## config.mk

```make
export PLATFORM = sky130hd
export DESIGN_NAME = rtp_h264_payload_depacketizer_top
export DESIGN_NICKNAME = d
export VERILOG_FILES = /design/src/sv/rtpd_pkg.sv /design/src/sv/rtpd_front.sv /design/src/sv/rtpd_fifo.sv /design/src/sv/rtpd_back.sv /design/src/sv/rtp_h264_payload_depacketizer_top.sv
export SDC_FILE = /design/constraint.sdc
export NUM_CORES = 1
export LEC_CHECK = 0
export BUFFER_PORTS_ARGS = -buffer_cell sky130_fd_sc_hd__buf_2
export CAP_MARGIN = 0
export CORE_MARGIN = 4
export CORE_UTILIZATION = 45
export CTS_CLUSTER_SIZE = 16
export DETAILED_ROUTE_END_ITERATION = 16
export GPL_TIMING_DRIVEN = 0
export PLACE_DENSITY = 0.73
export SLEW_MARGIN = 20
export SYNTH_ARGS = -nofsm -noshare
export SYNTH_HDL_FRONTEND = slang
export SYNTH_SLANG_ARGS = --single-unit
```

## constraint.sdc

```tcl
create_clock -name clk -period 2.69 [get_ports clk]
set_input_delay 0.4035 -clock clk [delete_from_list [all_inputs] [get_ports clk]]
set_output_delay 0.4035 -clock clk [all_outputs]
set_load 0.005 [all_outputs]
```

## src/sv/rtpd_pkg.sv

```systemverilog
// Shared types, constants and helpers for the RTP H.264 depacketizer.
`timescale 1ns / 1ps
`default_nettype none

package rtpd_pkg;

    localparam int CMD_FIFO_DEPTH = 4;

    localparam logic [4:0] NAL_STAP_A = 5'd24;
    localparam logic [4:0] NAL_FU_A   = 5'd28;

    // Position of the data byte that follows a start code
    localparam logic [2:0] SC_LEN = 3'd4;

    typedef struct packed {
        logic [7:0] in_byte;
        logic       first_of_packet;
        logic       last_of_packet;
    } in_item_t;

    typedef struct packed {
        logic [7:0] out_byte;
        logic       unit_start;
        logic       run_last;
    } out_item_t;

    typedef enum logic [2:0] {
        PH_IDLE   = 3'd0,
        PH_SINGLE = 3'd1,
        PH_FU_HDR = 3'd2,
        PH_FU_DAT = 3'd3,
        PH_LEN_HI = 3'd4,
        PH_LEN_LO = 3'd5,
        PH_UNIT   = 3'd6
    } phase_t;

    typedef enum logic [1:0] {
        CMD_NONE    = 2'd0,
        CMD_BYTE    = 2'd1,
        CMD_SC      = 2'd2,
        CMD_SC_BYTE = 2'd3
    } cmd_op_t;

    typedef struct packed {
        cmd_op_t    op;
        logic [7:0] data;
    } cmd_t;

    // Annex-B start code 00 00 00 01
    function automatic logic [7:0] sc_byte(input logic [1:0] idx);
        logic [7:0] b;
        b = (idx == 2'd3) ? 8'h01 : 8'h00;
        return b;
    endfunction

endpackage

`default_nettype wire

```

## src/sv/rtpd_front.sv

```systemverilog
// Front end: packet parser that turns payload bytes into output commands.
`timescale 1ns / 1ps
`default_nettype none

module rtpd_front
    import rtpd_pkg::*;
(
    input  wire logic     clk,
    input  wire logic     rst_n,
    input  wire logic     in_valid,
    output logic          in_ready,
    input  wire in_item_t in_data,
    output logic          cmd_push,
    output cmd_t          cmd_data,
    input  wire logic     cmd_full
);

    phase_t      phase_reg, phase_next;
    logic [2:0]  ind_reg, ind_next;
    logic [15:0] left_reg, left_next;
    logic [7:0]  lenhi_reg, lenhi_next;
    logic        in_acc;
    logic [7:0]  b;

    assign b        = in_data.in_byte;
    assign in_ready = !cmd_full;
    assign in_acc   = in_valid && in_ready;
    assign cmd_push = in_acc && (cmd_data.op != CMD_NONE);

    // next state
    always_comb
    begin
        phase_next = phase_reg;
        ind_next   = ind_reg;
        left_next  = left_reg;
        lenhi_next = lenhi_reg;
        if (in_acc)
        begin
            if (in_data.first_of_packet)
            begin
                if (b[4:0] == NAL_FU_A)
                begin
                    ind_next   = b[7:5];
                    phase_next = PH_FU_HDR;
                end
                else if (b[4:0] == NAL_STAP_A)
                    phase_next = PH_LEN_HI;
                else
                    phase_next = PH_SINGLE;
            end
            else
            begin
                case (phase_reg)
                    PH_SINGLE, PH_FU_DAT: phase_next = phase_reg;
                    PH_FU_HDR: phase_next = PH_FU_DAT;
                    PH_LEN_HI:
                    begin
                        lenhi_next = b;
                        phase_next = PH_LEN_LO;
                    end
                    PH_LEN_LO:
                    begin
                        left_next  = {lenhi_reg, b};
                        phase_next = ({lenhi_reg, b} == 16'd0) ? PH_LEN_HI : PH_UNIT;
                    end
                    PH_UNIT:
                    begin
                        left_next = left_reg - 16'd1;
                        if (left_reg == 16'd1)
                            phase_next = PH_LEN_HI;
                    end
                    default: phase_next = PH_IDLE;
                endcase
            end
            if (in_data.last_of_packet)
                phase_next = PH_IDLE;
        end
    end

    // command out
    always_comb
    begin
        cmd_data.op   = CMD_NONE;
        cmd_data.data = b;
        if (in_data.first_of_packet)
        begin
            if (b[4:0] != NAL_FU_A && b[4:0] != NAL_STAP_A)
                cmd_data.op = CMD_SC_BYTE;
        end
        else
        begin
            case (phase_reg)
                PH_SINGLE, PH_FU_DAT, PH_UNIT: cmd_data.op = CMD_BYTE;
                PH_FU_HDR:
                begin
                    // rebuilt NAL header: F/NRI from indicator, type from FU header
                    cmd_data.data = {ind_reg, b[4:0]};
                    if (b[7])
                        cmd_data.op = CMD_SC_BYTE;
                end
                PH_LEN_LO: cmd_data.op = CMD_SC;
                default:   cmd_data.op = CMD_NONE;
            endcase
        end
    end

    always_ff @(posedge clk or negedge rst_n)
    begin
        if (!rst_n)
        begin
            phase_reg <= PH_IDLE;
            ind_reg   <= 3'd0;
            left_reg  <= 16'd0;
            lenhi_reg <= 8'd0;
        end
        else
        begin
            phase_reg <= phase_next;
            ind_reg   <= ind_next;
            left_reg  <= left_next;
            lenhi_reg <= lenhi_next;
        end
    end

endmodule

`default_nettype wire

```

## src/sv/rtpd_fifo.sv

```systemverilog
// Small register queue of commands between parser and output sequencer.
`timescale 1ns / 1ps
`default_nettype none

module rtpd_fifo
    import rtpd_pkg::*;
#(
    parameter int DEPTH = CMD_FIFO_DEPTH
)
(
    input  wire logic clk,
    input  wire logic rst_n,
    input  wire logic push,
    input  wire cmd_t push_data,
    output logic      full,
    input  wire logic pop,
    output cmd_t      head,
    output logic      empty
);

    localparam int AW = (DEPTH > 1) ? $clog2(DEPTH) : 1;
    localparam int CW = $clog2(DEPTH + 1);

    cmd_t          mem_reg [DEPTH];
    logic [AW-1:0] wr_ptr_reg, wr_ptr_next;
    logic [AW-1:0] rd_ptr_reg, rd_ptr_next;
    logic [CW-1:0] count_reg, count_next;
    logic          do_push, do_pop;

    assign full    = (count_reg == CW'(DEPTH));
    assign empty   = (count_reg == '0);
    assign do_push = push && !full;
    assign do_pop  = pop && !empty;
    assign head    = mem_reg[rd_ptr_reg];

    always_comb
    begin
        wr_ptr_next = wr_ptr_reg;
        rd_ptr_next = rd_ptr_reg;
        count_next  = count_reg;
        if (do_push)
            wr_ptr_next = (wr_ptr_reg == AW'(DEPTH - 1)) ? '0 : wr_ptr_reg + AW'(1);
        if (do_pop)
            rd_ptr_next = (rd_ptr_reg == AW'(DEPTH - 1)) ? '0 : rd_ptr_reg + AW'(1);
        if (do_push && !do_pop)
            count_next = count_reg + CW'(1);
        else if (do_pop && !do_push)
            count_next = count_reg - CW'(1);
    end

    always_ff @(posedge clk or negedge rst_n)
    begin
        if (!rst_n)
        begin
            wr_ptr_reg <= '0;
            rd_ptr_reg <= '0;
            count_reg  <= '0;
        end
        else
        begin
            wr_ptr_reg <= wr_ptr_next;
            rd_ptr_reg <= rd_ptr_next;
            count_reg  <= count_next;
        end
    end

    always_ff @(posedge clk)
    begin
        if (do_push)
            mem_reg[wr_ptr_reg] <= push_data;
    end

`ifndef SYNTH
    a_no_overflow: assert property (@(posedge clk) disable iff (!rst_n)
        push |-> !full)
        else $error("command pushed into full queue");
    a_no_underflow: assert property (@(posedge clk) disable iff (!rst_n)
        pop |-> !empty)
        else $error("command popped from empty queue");
    a_count_step: assert property (@(posedge clk) disable iff (!rst_n)
        (do_push && !do_pop) |=> (count_reg == $past(count_reg) + CW'(1)))
        else $error("queue count did not advance on push");
`endif

endmodule

`default_nettype wire

```

## src/sv/rtpd_back.sv

```systemverilog
// Back end: expands commands into start code and stream bytes.
`timescale 1ns / 1ps
`default_nettype none

module rtpd_back
    import rtpd_pkg::*;
(
    input  wire logic clk,
    input  wire logic rst_n,
    input  wire cmd_t head,
    input  wire logic empty,
    output logic      pop,
    output logic      out_valid,
    input  wire logic out_ready,
    output out_item_t out_data
);

    logic [2:0] pos_reg, pos_next;
    logic       out_valid_reg, out_valid_next;
    out_item_t  out_data_reg, out_data_next;
    logic       load;
    logic [2:0] final_pos;

    assign load = !empty && (!out_valid_reg || out_ready);

    always_comb
    begin
        case (head.op)
            CMD_SC:      final_pos = SC_LEN - 3'd1;
            CMD_SC_BYTE: final_pos = SC_LEN;
            default:     final_pos = 3'd0;
        endcase
    end

    always_comb
    begin
        out_data_next.out_byte = head.data;
        if (head.op != CMD_BYTE && pos_reg < SC_LEN)
            out_data_next.out_byte = sc_byte(pos_reg[1:0]);
        out_data_next.unit_start = (head.op != CMD_BYTE) && (pos_reg == 3'd0);
        out_data_next.run_last   = (pos_reg == final_pos);
    end

    assign pop = load && (pos_reg == final_pos);

    always_comb
    begin
        pos_next = pos_reg;
        if (pop)
            pos_next = 3'd0;
        else if (load)
            pos_next = pos_reg + 3'd1;
        if (load)
            out_valid_next = 1'b1;
        else if (out_ready)
            out_valid_next = 1'b0;
        else
            out_valid_next = out_valid_reg;
    end

    always_ff @(posedge clk or negedge rst_n)
    begin
        if (!rst_n)
        begin
            pos_reg       <= 3'd0;
            out_valid_reg <= 1'b0;
        end
        else
        begin
            pos_reg       <= pos_next;
            out_valid_reg <= out_valid_next;
        end
    end

    always_ff @(posedge clk)
    begin
        if (load)
            out_data_reg <= out_data_next;
    end

    assign out_valid = out_valid_reg;
    assign out_data  = out_data_reg;

`ifndef SYNTH
    a_pos_range: assert property (@(posedge clk) disable iff (!rst_n)
        pos_reg <= SC_LEN)
        else $error("sequencer position out of range");
    a_start_is_zero: assert property (@(posedge clk) disable iff (!rst_n)
        (out_valid && out_data.unit_start) |-> (out_data.out_byte == 8'h00 && !out_data.run_last))
        else $error("unit start not on leading start code byte");
    a_mid_cmd_held: assert property (@(posedge clk) disable iff (!rst_n)
        (pos_reg != 3'd0) |-> (!empty && head.op != CMD_BYTE && head.op != CMD_NONE))
        else $error("sequencer mid command without a start code command");
`endif

endmodule

`default_nettype wire

```

## src/sv/rtp_h264_payload_depacketizer_top.sv

```systemverilog
// RTP H.264 payload depacketizer: payload bytes in, Annex-B byte stream out.
// Usage:
//   in channel:  in_valid/in_ready with in_data (payload byte plus first and
//   last packet markers). One payload byte per transaction.
//   out channel: out_valid/out_ready with out_data (stream byte, unit_start on
//   the first start code byte of a NAL unit, run_last on the last byte caused
//   by one input byte). Input bytes that cause no output are simply consumed.
//   Path: an accepted input byte's command is written into the command queue,
//   and the output sequencer then loads its bytes into the output register.
//   Throughput: one byte per cycle for pass-through data while the receiver
//   is ready. A byte that opens a unit expands to four or five output bytes,
//   one per cycle, set by the output sequencer; the command queue (FIFO_DEPTH
//   entries) absorbs input meanwhile, and in_ready drops only while it is full.
//   Reset (rst_n low, asynchronous) returns the parser to idle, empties the
//   queue and clears out_valid. When the receiver stalls, the output register
//   holds its byte, the queue fills, and then the input is stalled.
`timescale 1ns / 1ps
`default_nettype none

module rtp_h264_payload_depacketizer_top
    import rtpd_pkg::*;
#(
    parameter int FIFO_DEPTH = CMD_FIFO_DEPTH
)
(
    input  wire logic      clk,
    input  wire logic      rst_n,
    input  wire logic      in_valid,
    output logic           in_ready,
    input  wire in_item_t  in_data,
    output logic           out_valid,
    input  wire logic      out_ready,
    output out_item_t      out_data
);

    logic cmd_push;
    cmd_t cmd_data;
    logic cmd_full;
    logic cmd_pop;
    cmd_t cmd_head;
    logic cmd_empty;

    rtpd_front u_front (
        .clk      (clk),
        .rst_n    (rst_n),
        .in_valid (in_valid),
        .in_ready (in_ready),
        .in_data  (in_data),
        .cmd_push (cmd_push),
        .cmd_data (cmd_data),
        .cmd_full (cmd_full)
    );

    rtpd_fifo #(
        .DEPTH (FIFO_DEPTH)
    ) u_fifo (
        .clk       (clk),
        .rst_n     (rst_n),
        .push      (cmd_push),
        .push_data (cmd_data),
        .full      (cmd_full),
        .pop       (cmd_pop),
        .head      (cmd_head),
        .empty     (cmd_empty)
    );

    rtpd_back u_back (
        .clk       (clk),
        .rst_n     (rst_n),
        .head      (cmd_head),
        .empty     (cmd_empty),
        .pop       (cmd_pop),
        .out_valid (out_valid),
        .out_ready (out_ready),
        .out_data  (out_data)
    );

endmodule

`default_nettype wire
```

Yosys cells after proc, flatten, opt, wreduce, memory -nomap -nowiden
Memory sizes are Yosys's and may differ from the RTL's.
Cells that the tools add are included.
{"block": "word_totals", "mem_bits_rw": 40, "output_inout_bits": 12, "ff_bits": 51, "input_bits": 14, "memories": 1, "wordCells": 100}
{"memory": "u_fifo.mem_reg", "depth": 4, "word_bits": 10, "read_ports": 1, "rd_ports_with_merged_regs": 0, "write_ports": 1, "line_no": "rtpd_fifo.sv:24", "text": "cmd_t mem_reg [DEPTH];"}
{"block": "classes", "mux": 27, "n_reduce_logical": 31, "n_lt_le_gt_ge": 1, "n_eq_ne": 21, "add_sub_neg": 6, "n_bitwise": 1}
{"cell": "$pmux 16 s2", "count": 1}
{"cell": "$mux 3", "count": 9}
{"cell": "$mux 8", "count": 3}
{"cell": "$eq 16x1->1 const B", "count": 1}
{"cell": "$logic_not 16->1", "count": 1}
{"cell": "$sub 16x1->16 const B", "count": 1}
{"cell": "$pmux 3 s5", "count": 1}
{"cell": "$eq 3x3->1 const B", "count": 4}
{"cell": "$mux 2", "count": 6}
{"cell": "$reduce_and 3->1", "count": 4}
{"cell": "$logic_and 1x1->1", "count": 11}
{"cell": "$eq 2x2->1 const B", "count": 5}
{"cell": "$eq 5x5->1 const B", "count": 2}
{"cell": "$ne 5x5->1 const B", "count": 2}
{"cell": "$reduce_bool 2->1", "count": 5}
{"cell": "$add 3x1->3 const B", "count": 2}
{"cell": "$eq 3x2->1 const B", "count": 2}
{"cell": "$logic_not 3->1", "count": 2}
{"cell": "$pmux 2 s3", "count": 1}
{"cell": "$pmux 3 s2", "count": 1}
{"cell": "$logic_not 1->1", "count": 5}
{"cell": "$mux 1", "count": 5}
{"cell": "$add 2x1->2 const B", "count": 2}
{"cell": "$ne 4x3->1 const B", "count": 1}
{"cell": "other kinds (10)", "count": 10}

Logic depth before layout (Yosys ltp)
{"block": "depth", "word_depth": 11, "ltp_mapped": 12, "ltp_nobuf": 11}

Cells and area by module
From an unflattened synthesis, not the netlist that was laid out.
{"block": "hier_totals", "cells_unflattened": 350, "area_unflattened_um2": 4455.5}
{"module": "rtpd_front", "area_per_inst_um2": 1905.6, "n_inst": 1, "cells_per_inst": 211}
{"module": "rtpd_fifo", "area_per_inst_um2": 1895.6, "n_inst": 1, "cells_per_inst": 89}
{"module": "rtpd_back", "area_per_inst_um2": 654.4, "n_inst": 1, "cells_per_inst": 50}

Least setup slack after synthesis
Ideal clock, no wire load.
{"block": "synth_timing", "kind": "register to register", "startpoint": "register u_fifo.rd_ptr_reg[0]", "endpoint": "register u_fifo.count_reg[1]", "t_arrival_ns": 2.683, "required_time_ns": 2.565, "path_stages_with_launch": 10, "slack_ns": -0.117, "setup_ns": 0.125, "cell_sequence": "dfrtp_1 mux4_2 or4_4 o211ai_4 and2_4 inv_1 ha_1 inv_1 fa_1 mux2_2"}
{"item": "start: declaration", "line_no": "rtpd_fifo.sv:26", "text": "logic [AW-1:0] rd_ptr_reg, rd_ptr_next;"}
{"item": "start signal: assignment", "line_no": "rtpd_fifo.sv:62", "text": "rd_ptr_reg <= rd_ptr_next;"}
{"item": "end signal: assignment", "line_no": "rtpd_fifo.sv:63", "text": "count_reg <= count_next;"}
{"item": "end: declaration", "line_no": "rtpd_fifo.sv:27", "text": "logic [CW-1:0] count_reg, count_next;"}

==> out/qor.yml <==
status: "finished with violations"
violations: "negative setup slack"
viasPerCell: 5.67
drc: 0
postLayoutSetupSlackWorst_ps: -131
io_pins: 26
rsz0062_at_grt: "true"
fmax_mhz: 355
grt_pass1_wl_um: 14300
p_leak_nw: 1.88
path_cells: "mux4_2 > or4_4 > o211ai_4 > and2_4 > inv_4 > ha_4 > inv_2 > fa_2 > mux2_2"
chipHeight_um: 106
coreArea_um2: 9280
synth_area_um2: 4310
critPathCaptureType: "register"
synthCells: 333
area_delta_synth_final_pct: 11.9
intPower_mw: 2.68
die_w_um: 106
cts_sinks: 91
grt_pass1_vias: 2923
layout-drive-gt1-share_pct: 24.3
cap_violations: 0
synth-main-ff-cell: "edfxtp_1"
grt_use_total_pct: 16.2
pre_cts_ws_ps: -339
max_stage_delay_ps: 550
rows: 35
design.die.area_um2: 11200
r2r_slack_ps: -130
hold_slack_ps: 167
initial_core_util_pct: 46.4
syn_area_per_cell_um2: 12.9
finalCritPeriodShare_pct: 105
hpwl_um: 5850
insertedDiodeCount: 0
hp-class: "in2async"
ir_drop_v: 0.000287
io_buffers: 24
p_sw_mw: 1.18
worstMarginPinSlew_ps: 915
crit_path_top_delay_cell: "mux4_2"
htree_levels: 3
wl_um: 8520
largest_reg_flops: 40
fill_cells: 815
path_class: "reg2reg"
layout.nets: 398
cts_tree: "yes"
ctsHoldBuffers: 0
rr_worst_depth: 9
antenna_found_initial: 0
arrival_ps: 3070
power_frac_comb_pct: 28.3
critPathRequiredTime_ps: 2940
grt_max_degree: 42
clk_latency_ps: 360
hold_viol_final: 0
cpLargestDelayFamily: "multiplexers"
fin_crit_ps: 2820
power_mw: 3.86
timing.rr.start: "u_fifo.rd_ptr_reg[0]"
power_frac_seq_pct: 50.4
gr-total-overflow: 0
cts.clk_slew.worst_paths_ps: 90
yosysWarnings: 0
seq_area_um2: 2530
multiInputGateArea_um2: 1680
slew_headroom_pct: 39.0
fin_setup_tns_ps: -138
p_sw_share_pct: 30.6
drv_slew: 0
cp-start-kind: "register"
seq_area_frac_synth_pct: 58.7
r2r-end: "u_fifo.count_reg[1]"
numCtsBuffers: 9
powerDensity_nw_per_um2: 802
yosys_register_bits: 91
drt_iter0_markers: 239
fin_skew_ps: 10.4
syn-num-nets: 358
antenna_left: 0
wl_per_cell_um: 16.8
cts_root_buf: "clkbuf_8"
cts_buffer_depth: 2
setup_viol: 2
globalplace.congestion: 0.910
place_area_um2: 4590
synthArstFlopShare_pct: 45.1
crit_fanout: 4
power_frac_clock_pct: 21.3
firstDrtPassIters: 4
stdcell_area_um2: 4820
ys_types: 57
dr_total_vias: 2875
crit_buf_inv: 2
synth_edf_count: 50
[metal layers]
layer  vias to the layer above  GRT usage [%]  part of all wire [%]
met5                         -              0                     0
met4                         0           5.64                   1.7
met3                        14           4.29                   5.8
met2                        99           27.0                    50
met1                      1427           20.5                    42
li1                       1335              -                     -
[power by group through the flow]
stage                     combinational (mW)  clock (mW)  sequential, mW
after global routing                    1.22       0.912            1.98
after global placement                 0.999           0            1.96
after CTS                               1.10       0.858            1.95
final                                   1.09       0.822            1.95
after floorplan                        0.744           0            1.95
after detailed placement                1.05           0            1.98
[final cells by class]
type / instances / area share [%]
clock inverters: 6 / 0.831
repair buffers: 29 / 3.27
inverters: 13 / 1.06
clock buffers: 10 / 2.65
multi-input cells: 214 / 35.0
flip-flops and latches: 91 / 52.5
well taps: 129 / 3.35
plain buffers: 15 / 1.40
[timing repair]
action | 4_1_cts | 5_1_grt
pin swaps | 3 | 4
resized for setup | 6 | 3
setup endpoints to repair | 2 | 2
setup buffers | 4 | 1
[cell families after synthesis]
group	synth area share [%]
muxes	11.0
and+or+nand+nor	12.9
xor gates and xnor gates	0.610
DFF	58.7
AOI/OAI and AO/OA	10.8
buffers and inverters	2.64
adders and majority gates	3.37
[cells in the final DEF, fill, tap and decap left out, types with 3 or more instances in the layout]
cell       instances
edfxtp_1          50
dfrtp_1           40
buf_2             24
o21ai_0           20
mux2_2            20
a21oi_1           19
nand2_1           16
nor2_1            15
clkbuf_1          13
inv_1             11
mux4_2            10
nor2b_1            9
nor3_1             9
ha_1               9
clkbuf_8           9
nand2b_1           6
and2_1             6
nor4_1             6
o2bb2ai_1          6
nand3_1            5
buf_4              5
or3_1              4
nand4_1            3
or2_2              3
o41ai_1            3
a22oi_1            3
a31oi_1            3
clkinv_2           3
[synth_stat cells, drive strengths merged (2+ instances only)]
master	instances	area (µm²)
nor3	9	45.0
nor4b	2	17.5
nand2b	6	37.5
and2	7	46.3
o32ai	2	25.0
nor2	15	56.3
o211ai	2	28.8
nand3	5	25.0
mux4	10	225
a31oi	3	18.8
xor2	2	17.5
a22oi	3	22.5
or2	4	25.0
nand4	3	18.8
a21o	2	15.0
nor4	6	37.5
or4	3	30.0
buf	3	20.0
nor2b	9	56.3
o2bb2ai	6	52.6
or3	5	36.3
a21oi	20	100
nand2	16	60.1
nand3b	2	15.0
mux2	22	248
o21ai	20	100
inv	13	48.8
clkbuf	12	45.0
and3b	2	17.5
edfxtp	50	1500
o41ai	3	26.3
dfrtp	41	1030
ha	10	125
[worst max-delay path by stage]
stage / start / to / depth (start not counted)
finish: u_fifo.rd_ptr_reg[0] / u_fifo.count_reg[1] / 9
detailed placement: u_fifo.rd_ptr_reg[0] / u_fifo.count_reg[1] / 9
floorplan: u_fifo.rd_ptr_reg[0] / u_fifo.count_reg[1] / 9
CTS: u_fifo.rd_ptr_reg[0] / u_fifo.count_reg[1] / 9
global route: u_fifo.rd_ptr_reg[0] / u_fifo.count_reg[1] / 9
global placement: u_fifo.rd_ptr_reg[0] / u_fifo.count_reg[1] / 9
[through the flow]
| stage | instances | util (%) |
|---|---|---|
| after floorplan | 333 | - |
| after global placement | 486 | 49.4 |
| after detailed placement | 486 | 49.4 |
| after CTS | 506 | 51.7 |
| after global routing | 507 | 51.9 |
| final | 507 | 51.9 |
Note: power is estimated with default switching activity, not from simulation.
